**src/sv/tfbs_pkg.sv**
```systemverilog
// Shared constants, types and helper functions for the three-frame background subtractor.
// No dependencies; the core and tfbs_score import this package.
package tfbs_pkg;

    localparam int ADDR_W     = 18;
    localparam int MAX_PIXELS = 1 << ADDR_W;
    localparam int HIST_W     = 16;

    localparam logic [ADDR_W-1:0] PIX_LAST = ADDR_W'(MAX_PIXELS - 1);

    localparam int CFG_IDX_W  = 1;
    localparam int CFG_DATA_W = 8;

    localparam logic [CFG_IDX_W-1:0] CFG_THRESHOLD    = 1'b0;
    localparam logic [CFG_IDX_W-1:0] CFG_GAMMA_ENABLE = 1'b1;

    localparam logic [7:0] THRESHOLD_RESET = 8'd25;
    localparam logic [1:0] FRAMES_READY    = 2'd3;

    localparam logic [21:0] GRAY_WB    = 22'd1868;
    localparam logic [21:0] GRAY_WG    = 22'd9617;
    localparam logic [21:0] GRAY_WR    = 22'd4899;
    localparam logic [21:0] GRAY_ROUND = 22'd8192;

    localparam logic [17:0] BG_WCUR   = 18'd102;
    localparam logic [17:0] BG_WPREV  = 18'd205;
    localparam logic [17:0] BG_WBACK2 = 18'd717;
    localparam logic [17:0] BG_ROUND  = 18'd512;

    typedef logic [HIST_W-1:0] hist_t;

    typedef struct packed {
        logic       valid;
        logic       ok;
        logic       last;
        logic [7:0] cur;
        hist_t      hist;
    } gray_stage_t;

    typedef struct packed {
        logic       valid;
        logic       foreground;
        logic [7:0] background_level;
        logic       last_pixel;
    } result_t;

    // round(v*v/255); x/255 computed as (x + (x >> 8) + 1) >> 8, exact for x below 65535
    function automatic logic [7:0] gamma2(input logic [7:0] v);
        logic [16:0] x;
        logic [16:0] q;
        x = 17'(16'(v) * 16'(v)) + 17'd127;
        q = x + (x >> 8) + 17'd1;
        return q[15:8];
    endfunction

endpackage

```
**src/sv/tfbs_score.sv**
```systemverilog
// Background weighting, threshold compare and output register.
// Depends on tfbs_pkg.
module tfbs_score (
    input  logic                 clk,
    input  logic                 rst_n,
    input  logic                 adv,
    input  tfbs_pkg::gray_stage_t gray_in,
    input  logic [7:0]           threshold,
    output tfbs_pkg::result_t    res
);
    import tfbs_pkg::*;

    logic [17:0] bg_sum;
    logic [7:0]  bg_comb;

    logic       s4_valid_reg;
    logic       s4_ok_reg;
    logic       s4_last_reg;
    logic [7:0] s4_cur_reg;
    logic [7:0] s4_bg_reg;

    logic [7:0] diff;
    result_t    res_reg;
    result_t    res_next;

    always_comb
    begin
        bg_sum = 18'(gray_in.cur) * BG_WCUR
               + 18'(gray_in.hist[7:0]) * BG_WPREV
               + 18'(gray_in.hist[15:8]) * BG_WBACK2
               + BG_ROUND;
        bg_comb = bg_sum[17:10];
    end

    always_ff @(posedge clk or negedge rst_n)
    begin
        if (!rst_n)
        begin
            s4_valid_reg <= 1'b0;
        end
        else if (adv)
        begin
            s4_valid_reg <= gray_in.valid;
        end
    end

    always_ff @(posedge clk)
    begin
        if (adv)
        begin
            s4_ok_reg   <= gray_in.ok;
            s4_last_reg <= gray_in.last;
            s4_cur_reg  <= gray_in.cur;
            s4_bg_reg   <= bg_comb;
        end
    end

    always_comb
    begin
        diff = (s4_cur_reg > s4_bg_reg) ? (s4_cur_reg - s4_bg_reg) : (s4_bg_reg - s4_cur_reg);
        res_next.valid            = s4_valid_reg;
        res_next.foreground       = s4_ok_reg && (diff > threshold);
        res_next.background_level = s4_ok_reg ? s4_bg_reg : 8'd0;
        res_next.last_pixel       = s4_last_reg;
    end

    always_ff @(posedge clk or negedge rst_n)
    begin
        if (!rst_n)
        begin
            res_reg <= '0;
        end
        else if (adv)
        begin
            res_reg <= res_next;
        end
    end

    assign res = res_reg;

endmodule
```
**config.mk**
```make
export PLATFORM = sky130hd
export DESIGN_NAME = tfbs_score
export DESIGN_NICKNAME = d
export VERILOG_FILES = /design/src/sv/tfbs_pkg.sv /design/src/sv/tfbs_score.sv
export SDC_FILE = /design/constraint.sdc
export NUM_CORES = 1
export LEC_CHECK = 0
export BUFFER_PORTS_ARGS = -buffer_cell sky130_fd_sc_hd__buf_2
export CORE_ASPECT_RATIO = 0.9
export CORE_UTILIZATION = 42
export CTS_BUF_LIST = sky130_fd_sc_hd__clkbuf_8 sky130_fd_sc_hd__clkbuf_16
export CTS_CLUSTER_SIZE = 10
export DETAILED_ROUTE_END_ITERATION = 16
export PLACE_DENSITY_LB_ADDON = 0.1
export SLEW_MARGIN = 20
export SYNTH_ARGS = -nofsm -noshare
export SYNTH_HDL_FRONTEND = slang
export SYNTH_SLANG_ARGS = --single-unit
```
**constraint.sdc**
```tcl
create_clock -name clk -period 4.35 [get_ports clk]
set_input_delay 0.6525 -clock clk [delete_from_list [all_inputs] [get_ports clk]]
set_output_delay 0.6525 -clock clk [all_outputs]
set_load 0.05 [all_outputs]
```
Word level (Yosys, flattened, before mapping). Cells that the tools add are included.

$add $sub $neg: 5. Equal/unequal tests: 0. Mux-type cells: 2. Shifts and indexed selects: 0. Reductions and logical operators: 1. Bitwise logic cells: 0. Divide/modulo/power cells: 0. Order comparisons: 2. Multiply operators: 3.

Operators with widths (count): 17-bit by 18-bit adder with 18-bit output (1); 18-bit by 10-bit adder with 18-bit output (second input constant) (1); 8-bit by 10-bit multiplier with 18-bit output (second input constant) (1); 15-bit by 16-bit adder with 17-bit output (1); 8-bit greater-than comparator (2); 8-bit by 8-bit multiplier with 16-bit output (second input constant) (1); 8-bit 2-to-1 mux (2); 8-bit subtractor (2); 8-bit by 6-bit multiplier with 14-bit output (second input constant) (1); 1-bit logical AND (1).

Input port bits: 38. Latch bits: 0. Memories kept: 0. Memory bits (read-only): 0. Flip-flop bits (word level): 30. RAM bits: 0. Output and inout bits: 11. Word-level logic and storage cells: 22.

Logic depth before layout (Yosys ltp).
Word-level depth: 4. Depth in mapped cells: 28. Depth with buffers taken out: 28.

Worst setup path after synthesis. No wires, ideal clock.

Kind: input to register. Start point: input port gray_in[21] (netlist bit). End point: register s4_bg_reg[6] (data pin). Library setup time: 0.258 ns. Data required time: 4.092 ns. Arrival: 6.355 ns. Slack: -2.263 ns. Cell stages on the path: 23. Buffers on the path: 0. Cells stage by stage: ha_1 > inv_1 > fa_1 > fa_1 > inv_1 > ha_1 > a21oi_1 > nor2b_1 > o21a_1 > nor2_1 > xor2_1 > fa_1 > fa_1 > fa_1 > fa_1 > inv_1 > ha_1 > o21ai_0 > a32o_1 > a211oi_1 > o2111ai_1 > a31oi_1 > xnor2_1.

Cells in the longest elaborated chain, start to end: 4.

RTL lines: start, declared (RTL line tfbs_score.sv:7) `input tfbs_pkg::gray_stage_t gray_in,`; 8-bit by 6-bit multiplier with 14-bit output (RTL line tfbs_score.sv:28) `bg_sum = 18'(gray_in.cur) * BG_WCUR`; 15-bit by 16-bit adder with 17-bit output (RTL line tfbs_score.sv:29) `+ 18'(gray_in.hist[7:0]) * BG_WPREV`; 17-bit by 18-bit adder with 18-bit output (RTL line tfbs_score.sv:30) `+ 18'(gray_in.hist[15:8]) * BG_WBACK2`; 18-bit by 10-bit adder with 18-bit output (RTL line tfbs_score.sv:31) `+ BG_ROUND;`; net bg_sum[16] (RTL line tfbs_score.sv:13) `logic [17:0] bg_sum;`; end signal, assigned (RTL line tfbs_score.sv:54) `s4_bg_reg <= bg_comb;`; end, declared (RTL line tfbs_score.sv:20) `logic [7:0] s4_bg_reg;`.

The timed path passes the listed nets, and every way through them passes these cells. A chain may end at the register's enable or synchronous reset.

Worst setup path after layout.
Start point: input port gray_in[22] (netlist bit). End point: register s4_bg_reg[7] (data pin).

Same word-level chain as after synthesis.

==> out/metrics.cfg <==
[worst_setup_path]
cp-start-kind = primary input
required_ns = 4.36
crit_fanout = 4
critical_path_class = primary input to register
critPathArrivalTime_ns = 6.29
worstSetupEndpointType = register

[cts]
htree_levels = 2
cts_hold_buffers = 0
cts_buffers = 5
clk_latency_ns = 0.27
clkTransAtPathRegs_ns = 0.05
cts_tree = built
cts.sinks = 30
clk_path_buf_depth = 2
root_buffer = clkbuf_16

[grt]
grt_pass1_vias = 4878
grt_use_met3 = 0.00970
grt_pass1_wl_um = 22700
globalRouteMet1Util = 0.260
grt_use_total = 0.194
use_met2 = 0.348
busiest_layer = met2
grt_max_degree = 39
antenna_found_initial = 0
grt_overflow = 0

[cells_and_area]
drive_gt1_frac = 0.265
layout_common_cells = inv_1, ha_1, buf_4, fa_1, buf_2
antenna-diode-count = 0
layout.nets = 1032
final_common_cell = inv_1
largest_register_ffs = 11
syn2layout_area_growth_pct = 26.9
final_cells = 975
fin_area_mm2 = 0.00771

[sta]
post-route-period-util = 1.44
fin_setup_tns_ns = -14.21
hold_viol = 0
max_slew_margin = 0.523
worst_slew_pin_slew_ns = 0.715
fmax_mhz = 159
finalSetupViolCount = 8
skew_ns = 0.00368
rsz0062_at_grt = yes
fin_ws_ns = -1.94
maxSlewViolCount = 0
finalCriticalPeriod_ns = 6.29

[flow_run]
drv_cap = 0

[floorplan]
io_pins = 49
die_h_um = 116
coreArea_mm2 = 0.0141
rows = 41
die_area_mm2 = 0.0149
start_util = 0.432
fp.dieW_um = 129

[routing]
ant_nets = 0
post_drt_wl_per_cell_um = 13.6
via_per_inst = 4.68
first_pass_iters = 4
drt_iter0_markers = 198
drt_wl_total_um = 13200
vias = 4567
drc = 0

[yosys]
syn_area_mm2 = 0.00607
synth-seq-cells = 30
synth_top_family_by_area = adder cells
synth-adder-area-share = 0.535
yosys.area_share.simple = 0.0480
synth_cell_types = 47
synth-compound-area-share = 0.0894
syn_inst = 628
synth_ff_type = edfxtp_1
synth_xor_area_frac = 0.0303
syn-num-nets = 879
async_flop_share = 0.400
synth_edf_count = 18
yosysSeqAreaShare = 0.138
yosysWarnings = 0
synth.avg_cell_area_um2 = 9.67
muxShareOfSynthArea = 0.0268

[placement]
hpwl_um = 11900
placed_cell_area_mm2 = 0.00737
routabilityCongestion = 0.894
place_inst = 962
io_buffers = 48

[outcome]
status = complete, but fails checks
violations = negative setup slack

[worst_hold_path]
min_path_type = primary input to asynchronous set/reset pin

[worst paths after layout]
kind                               start      endpoint  slack [ns]  cells past startpoint
hold / removal                     rst_n       res[10]        0.25                      1
hold reg to reg              s4_last_reg        res[0]        0.47                      1
max in group asynchronous          rst_n  s4_valid_reg        3.90                      1
setup / recovery             gray_in[22]  s4_bg_reg[7]       -1.94                     27
min in group clk             s4_last_reg        res[0]        0.47                      1
setup reg to reg           s4_cur_reg[0]        res[9]        0.94                     15
[metal layers]
metal	up-vias	part of all wire	wire length, um
met3	13	0.014	183
met1	2204	0.49	6530
met5	-	0	0
met4	0	0.014	187
met2	49	0.48	6340
li1	2301	-	-
[synthesized netlist by cell type, types with 2 or more instances]
cell	instances	area share
inv_1	204	0.13
a31oi_1	6	0.0062
ha_1	135	0.28
a21oi_2	2	0.0029
a21o_1	11	0.014
o2111ai_1	2	0.0029
a221oi_1	2	0.0029
mux2i_1	8	0.013
nand3_1	11	0.0091
and3_1	2	0.0021
nor2_1	15	0.0093
o21ai_0	18	0.015
clkbuf_1	4	0.0025
dfrtp_1	12	0.049
xnor2_1	13	0.019
o21bai_1	3	0.0037
xor2_1	8	0.012
a211oi_1	2	0.0025
fa_1	78	0.26
nand2b_1	3	0.0031
a21o_2	2	0.0029
edfxtp_1	18	0.089
nor3_1	4	0.0033
nor2b_1	3	0.0031
nand4_1	5	0.0052
a21oi_1	18	0.015
nand2_1	14	0.0087
mux2_2	6	0.011
[critical path: stages]
cell and delay, ns:
buf_12 0.09, inv_8 0.03, ha_4 0.25, inv_2 0.04
fa_1 0.50, inv_1 0.05, fa_1 0.49, inv_2 0.05
ha_4 0.28, nand2_4 0.05, o21ai_4 0.14, nor2_2 0.06
xnor2_1 0.16, ha_2 0.19, inv_2 0.04, fa_1 0.55
fa_1 0.44, fa_1 0.46, fa_1 0.50, inv_2 0.05
ha_4 0.27, nand2_2 0.05, a32o_2 0.28, a211o_1 0.25
nand3b_1 0.13, a31oi_1 0.11, xnor2_1 0.14
[cell type report]
type,instances,area [um^2]
tap,193,241
clock inverter,2,8.76
clock buffer,6,139
sequential,30,841
inverter,204,773
fill,1325,6350
multi-input combinational,388,4650
timing repair buffer,152,1050
[kinds of logic after synthesis]
group	count (synthesis)
adder cells (fa/ha/maj)	213
AND/OR/NAND/NOR	60
buffers and inverters	210
XOR/XNOR	21
AO/OA/AOI/OAI	79
multiplexers	15
flip-flops	30
[per-stage QoR]
stage	hold slack [ns]	setup slack, ns	utilization
global route	0.276	-2.19	0.548
global placement	0.469	-2.28	0.525
finish	0.248	-1.94	0.548
CTS	0.253	-1.97	0.546
floorplan	0.357	-1.96	-
detailed placement	0.467	-2.40	0.525
[timing repair]
item	4_1_cts	5_1_grt
endpoints found under the setup margin	8	8
gates resized for setup	20	6
setup buffers	4	1
pin swaps	18	5
endpoints found under the hold margin	0	0
Power is left out: the tool's default activity adds up to more than one toggle a clock period on the data nets, which glitch-free logic cannot reach.
